**src/deq_pkg.sv**
```systemverilog
// shared types, codes and sizes for the double-ended queue
package deq_pkg;

    localparam int DEPTH  = 1024;
    localparam int AW     = (DEPTH > 1) ? $clog2(DEPTH) : 1;
    localparam int CW     = $clog2(DEPTH + 1);
    localparam int DATA_W = 32;

    localparam logic [CW-1:0] LAST_PTR = CW'(DEPTH - 1);
    localparam logic [CW-1:0] FULL_CNT = CW'(DEPTH);

    // operation codes
    localparam logic [2:0] KIND_CLEAR      = 3'd0;
    localparam logic [2:0] KIND_PUSH_FRONT = 3'd1;
    localparam logic [2:0] KIND_PUSH_BACK  = 3'd2;
    localparam logic [2:0] KIND_POP_FRONT  = 3'd3;
    localparam logic [2:0] KIND_POP_BACK   = 3'd4;
    localparam logic [2:0] KIND_RELEASE    = 3'd5;

    // result codes
    localparam logic [1:0] RES_ITEM  = 2'd0;
    localparam logic [1:0] RES_COUNT = 2'd1;
    localparam logic [1:0] RES_EMPTY = 2'd2;
    localparam logic [1:0] RES_FULL  = 2'd3;

    // counter slice operations
    typedef logic [2:0] cnt_op_t;
    localparam cnt_op_t CNT_HOLD = 3'd0;
    localparam cnt_op_t CNT_INC  = 3'd1;
    localparam cnt_op_t CNT_DEC  = 3'd2;
    localparam cnt_op_t CNT_CLR  = 3'd3;
    localparam cnt_op_t CNT_LOAD = 3'd4;

    // slot of each counter inside a cell
    localparam int CTR_FRONT = 0;
    localparam int CTR_BACK  = 1;
    localparam int CTR_OCC   = 2;

    typedef struct packed {
        cnt_op_t front_op;
        cnt_op_t back_op;
        cnt_op_t occ_op;
    } cell_ctl_t;

    typedef struct packed {
        logic [2:0]               kind;
        logic signed [DATA_W-1:0] value;
    } deq_cmd_t;

    typedef struct packed {
        logic [1:0]               result_kind;
        logic signed [DATA_W-1:0] data;
    } deq_rsp_t;

endpackage

```
**src/deq_cell.sv**
```systemverilog
// one bit slice of the front, back and occupancy counters
module deq_cell (
    input  logic               clk,
    input  logic               rst_n,
    input  deq_pkg::cell_ctl_t ctl,
    input  logic               load_bit,
    input  logic [2:0]         carry_in,
    output logic [2:0]         carry_out,
    output logic [2:0]         q,
    output logic [2:0]         q_next
);
    import deq_pkg::*;

    logic [2:0] q_reg;
    cnt_op_t    ops [3];

    assign ops[CTR_FRONT] = ctl.front_op;
    assign ops[CTR_BACK]  = ctl.back_op;
    assign ops[CTR_OCC]   = ctl.occ_op;

    always_comb
    begin
        for (int j = 0; j < 3; j++)
        begin
            q_next[j]    = q_reg[j];
            carry_out[j] = 1'b0;
            case (ops[j])
                CNT_INC:
                begin
                    q_next[j]    = q_reg[j] ^ carry_in[j];
                    carry_out[j] = q_reg[j] & carry_in[j];
                end
                CNT_DEC:
                begin
                    q_next[j]    = q_reg[j] ^ carry_in[j];
                    carry_out[j] = ~q_reg[j] & carry_in[j];
                end
                CNT_CLR:  q_next[j] = 1'b0;
                CNT_LOAD: q_next[j] = load_bit;
                default:  q_next[j] = q_reg[j];
            endcase
        end
    end

    always_ff @(posedge clk or negedge rst_n)
    begin
        if (!rst_n)
        begin
            q_reg <= '0;
        end
        else
        begin
            q_reg <= q_next;
        end
    end

    assign q = q_reg;

endmodule

```
**config.mk**
```make
export PLATFORM = sky130hd
export DESIGN_NAME = deq_cell
export DESIGN_NICKNAME = d
export VERILOG_FILES = /design/src/deq_pkg.sv /design/src/deq_cell.sv
export SDC_FILE = /design/constraint.sdc
export NUM_CORES = 1
export LEC_CHECK = 0
export BUFFER_PORTS_ARGS = -buffer_cell sky130_fd_sc_hd__buf_2
export CAP_MARGIN = 10
export CORE_AREA = 2 2 39 41
export DETAILED_ROUTE_END_ITERATION = 7
export DIE_AREA = 0 0 41 43
export REMOVE_ABC_BUFFERS = 1
export SYNTH_ARGS = -nofsm -noshare
export SYNTH_HDL_FRONTEND = slang
export SYNTH_SLANG_ARGS = --single-unit
```
**constraint.sdc**
```tcl
create_clock -name clk -period 3.17 [get_ports clk]
set_input_delay 0.634 -clock clk [delete_from_list [all_inputs] [get_ports clk]]
set_output_delay 0.634 -clock clk [all_outputs]
set_load 0.02 [all_outputs]
```
==> impl_metrics.tcl, run 1 <==
set metrics [dict create \
    status "finished clean" \
    overflow 0 \
    cts_sinks 3 \
    largest_register_ffs 3 \
    cts_setup_buffers 0 \
    synth.avg_cell_area_um2 8.22 \
    crit_path_top_delay_cell "o311ai_0" \
    cts_buffer_depth 2 \
    nNetsFinal 80 \
    start_util_pct 22.0 \
    crit_family "compound AO/OA/AOI/OAI gates" \
    slew_viol_final 0 \
    antenna_found_initial 0 \
    ctsResizeCount 0 \
    numCtsBuffers 3 \
    cpPeakStageDelay_ns 0.39 \
    hold_viol 0 \
    row_count 14 \
    drc 0 \
    path_common_cell "buf_2" \
    placed_area_um2 439 \
    cp_num_buf_inv 2 \
    path_clk_slew_ns 0.04 \
    crit_required_ns 2.54 \
    cp.arrival_ns 1.50 \
    yosysUniqueCellTypes 15 \
    routed-wl-met2_um 421 \
    io_buffer_count 23 \
    routed_wirelength_um 844 \
    p_leak_nw 0.222 \
    finalSetupViolations 0 \
    min_period_ns 2.13 \
    wl_met1_um 380 \
    die_x_um 41 \
    fmax_mhz 468 \
    whs_ns 0.185 \
    tightest_slew_ns 0.419 \
    gp_congestion 0.672 \
    hpwlAfterDp_um 674 \
    path_max_fanout 3 \
    netlist_area_um2 304 \
    final_util_pct 33.6 \
    setup_ws_ns 1.04 \
    root_buffer "clkbuf_4" \
    wl_per_cell_um 10.6 \
    vias_per_cell 4.83 \
    yosysSeqAreaShare_pct 24.7 \
    ys_ff_latch 3 \
    ios 24 \
    hold_buffers 0 \
    die-area_mm2 0.00176 \
    h-tree-depth 1 \
    ir_drop_uv 111 \
    top_layer "met3" \
    die_h_um 43 \
    fin_skew_ns 0 \
    hp-class "in -> async" \
    powerDensity_mw_per_mm2 493 \
    path_class "in -> out" \
    synthCells 37 \
    cts_tree "built" \
    core_mm2 0.00138 \
    areaGrowthSynthToFinish_pct 53.1 \
    synth_top_area_share_pct 24.7 \
    grt_pass1_wl_um 1350 \
    drt_iter0_drc 9 \
    cap_violations 0 \
    postRouteAntennaNets 0 \
    synthTopCellsByArea "dfrtp_1 25%, mux2i_1 9.9%, o211ai_1 9.9%, nand2_1 7.4%, nor2_1 6.2%" \
    slew_headroom_pct 71.7 \
    start_kind "input port" \
    grt_usage_pct 11.3 \
    period_share_pct 67.3 \
    critPathCaptureType "output port" \
    rsz0062_at_grt "false" \
    power_mw 0.229 \
    stdcell_count 80 \
    pre_cts_ws_ns 1.03 \
    grt_max_degree 8 \
    grt_pass1_vias 359 \
    finalInstanceArea_um2 465 \
    cp_cell_sequence "buf_2 -> mux2i_1 -> o311ai_0 -> buf_2" \
    yosys.area.top_type "dfrtp_1" \
    drive_gt1_share_pct 43.8 \
    clock_latency_ns 0.23 \
    dr_total_vias 386 \
    wl_met3_um 41 \
    dp_cells 76 \
    finalSetupTns_ns 0 \
    yosys_warnings 0 \
    firstDrtPassIters 3 \
    diodes 0 \
]
-- per-layer routing --
metal	track usage [%]	vias up
met1	13.4	175
met5	0	-
met3	0	0
met2	17.5	9
met4	10.0	0
li1	-	202
-- power by group --
part	internal, mW	total (mW)	switching, mW
sequential	0.0474	0.0642	0.0168
combinational	0.0408	0.0962	0.0554
clock	0.0473	0.0689	0.0216
total	0.135	0.229	0.0938
-- cells in the final DEF (no fill, tap or decap) --
master     instances
a21boi_0           2
a21oi_1            2
a2bb2oi_1          2
and3b_2            1
buf_2             23
clkbuf_1           1
clkbuf_4           3
dfrtp_1            3
mux2_2             1
mux2i_1            3
nand2_1            6
nand3b_1           2
nor2_1             5
nor2b_1            2
nor3b_1            1
o211ai_1           4
o221a_1            1
o311ai_0           2
-- cell type report --
class                   count  area (µm²)
well taps                  16        20.0
repair buffers             23         115
flip-flops and latches      3        75.1
multi-input cells          34         229
clock buffers               4        26.3
fillers                   160         918
-- Yosys cell counts --
cell type and instances:
nor2b_1 2, nand3b_1 2, o221a_1 1, nor3b_1 1, a2bb2oi_1 2, dfrtp_1 3
o211ai_1 4, and3b_2 1, o311ai_0 2, nand2_1 6, nor2_1 5, a21boi_0 2
mux2i_1 3, mux2_2 1, a21oi_1 2
-- cells by family after synthesis --
family | synth area share, %
simple gates | 28.4
compound gates | 33.3
mux | 13.6
flops | 24.7
-- worst paths after layout --
path | startpoint | end | slack (ns) | cells past startpoint
hold reg to reg | q[1] | q[1] | 0.74 | 2
min in group clk | q[1] | q[1] | 0.74 | 2
hold / removal | rst_n | q[0] | 0.19 | 1
max in group asynchronous | rst_n | q[1] | 2.88 | 1
setup reg to reg | q[2] | q[2] | 2.06 | 3
setup / recovery | ctl[8] | q_next[0] | 1.04 | 4
Power figures use the tool's default switching activity.
==> run 2, diff against run 1 <==
==> constraint.sdc (replaced) <==
create_clock -name clk -period 2.2 [get_ports clk]
set_input_delay 0.44 -clock clk [delete_from_list [all_inputs] [get_ports clk]]
set_output_delay 0.44 -clock clk [all_outputs]
set_load 0.02 [all_outputs]
==> run 2 against run 1 <==
Compared with the run above: clock skew unchanged; sequential cell count is the same; sequential share of layout area decreased by 0.34 points; first-iteration DRC count unchanged; register-to-register slack got worse by 0.97 ns; total power up 45%; sequential power up 44%; final area up 2.2%; setup slack lost 0.70 ns; combinational power grew 46%; largest power group unchanged.
==> impl_metrics.tcl, run 2 (synthesis gave the netlist of run 1 again) <==
set metrics [dict create \
    ios 24 \
    drive_gt1_share_pct 43.1 \
    nNetsFinal 81 \
    cpPeakStageDelay_ns 0.45 \
    path_clk_slew_ns 0.04 \
    vias_per_cell 4.81 \
    grt_pass1_vias 367 \
    row_count 14 \
    cts_setup_buffers 0 \
    numCtsBuffers 3 \
    fin_skew_ns 0 \
    rsz0062_at_grt "false" \
    cts_buffer_depth 2 \
    p_leak_nw 0.226 \
    dr_total_vias 390 \
    rr_worst_depth 3 \
    tightest_slew_ns 0.420 \
    firstDrtPassIters 3 \
    postRouteAntennaNets 0 \
    ir_drop_uv 161 \
    finalSetupViolations 0 \
    ff2ff_setup_slack_ns 1.09 \
    min_period_ns 1.87 \
    largest_register_ffs 3 \
    layout_common_cells "23 x buf_2, 6 x nand2_1, 5 x nor2_1" \
    status "finished clean" \
    stdcell_count 81 \
    io_buffer_count 23 \
    slew_viol_final 0 \
    die-area_mm2 0.00176 \
    routed_wirelength_um 848 \
    start_util_pct 22.0 \
    fmax_mhz 535 \
    worstReg2RegEnd "q[2]" \
    powerDensity_mw_per_mm2 698 \
    crit_required_ns 1.76 \
    finalSetupTns_ns 0 \
    grt_pass1_wl_um 1360 \
    drt_iter0_drc 9 \
    critPathCaptureType "output port" \
    dp_cells 76 \
    hold_buffers 1 \
    overflow 0 \
    crit_start "q[0]" \
    hpwlAfterDp_um 674 \
    grt_usage_pct 11.4 \
    antenna_found_initial 0 \
    clock_latency_ns 0.23 \
    cts_sinks 3 \
    cp_cell_sequence "mux2i_1 -> o311ai_0 -> buf_2" \
    reg2reg_from "q[2]" \
    grt_max_degree 8 \
    start_kind "flip-flop" \
    ctsResizeCount 0 \
    period_share_pct 84.9 \
    hold_viol 0 \
    slew_headroom_pct 71.7 \
    cp.arrival_ns 1.43 \
    root_buffer "clkbuf_4" \
    core_mm2 0.00138 \
    path_class "reg -> out" \
    final_common_cell "buf_2" \
    hp-class "in -> async" \
    wl_per_cell_um 10.5 \
    diodes 0 \
    cts_tree "built" \
    gp_congestion 0.672 \
    die_h_um 43 \
    path_max_fanout 7 \
    cap_violations 0 \
    crit_path_top_delay_cell "dfrtp_1" \
    die_x_um 41 \
    areaGrowthSynthToFinish_pct 56.4 \
    drc 0 \
    h-tree-depth 1 \
]
## run 2: cell types whose count changed in the layout (fill, tap and decap cells not counted)
cell           previous run  this run
dlygate4sd3_1             0         1
## run 2: how the worst max path moves through the flow
stage          slack [ns]  cells after the start        end
4_1_cts              0.33                      3  q_next[0]
3_5_place_dp         0.45                      4  q_next[0]
2_1_floorplan        0.24                      2  q_next[0]
3_3_place_gp         0.46                      4  q_next[2]
6_report             0.33                      3  q_next[0]
5_1_grt              0.25                      3  q_next[1]
## run 2: routing by layer
metal	wire length [µm]	up-vias	global-route usage (%)	share of wire (%)
met4	0	0	10.0	0
met1	379	177	13.4	45
met5	0	-	0	0
met3	45	0	0	5.3
met2	424	9	17.8	50
li1	-	204	-	-
## run 2: where the power goes
part           leakage, nW  switching (mW)  internal [mW]
Sequential          0.0355          0.0242         0.0683
Combinational        0.176          0.0801         0.0599
Clock               0.0150          0.0311         0.0681
## run 2: cell type report
cell class	instances	area (µm²)
fillers	160	908
multi-input cells	34	229
repair buffers	24	125
flip-flops and latches	3	75.1
clock buffers	4	26.3
well taps	16	20.0
## run 2: critical path, delay by kind of cell (launching register included)
family | cells | cell delay [ns]
compound gates | 1 | 0.39
buf+inv | 1 | 0.25
flops | 1 | 0.45
mux | 1 | 0.10
## run 2: per-stage QoR
stage               instance area [µm²]  hold slack, ns  setup WS (ns)  util [%]  power [mW]
finish                              475           0.529          0.331      34.4       0.332
global route                        475           0.551          0.247      34.4       0.358
CTS                                 475           0.522          0.327      34.4       0.336
detailed placement                  439           0.238          0.452      31.7       0.233
global placement                    439           0.240          0.461      31.7       0.230
floorplan                           304           0.144          0.243         -       0.172
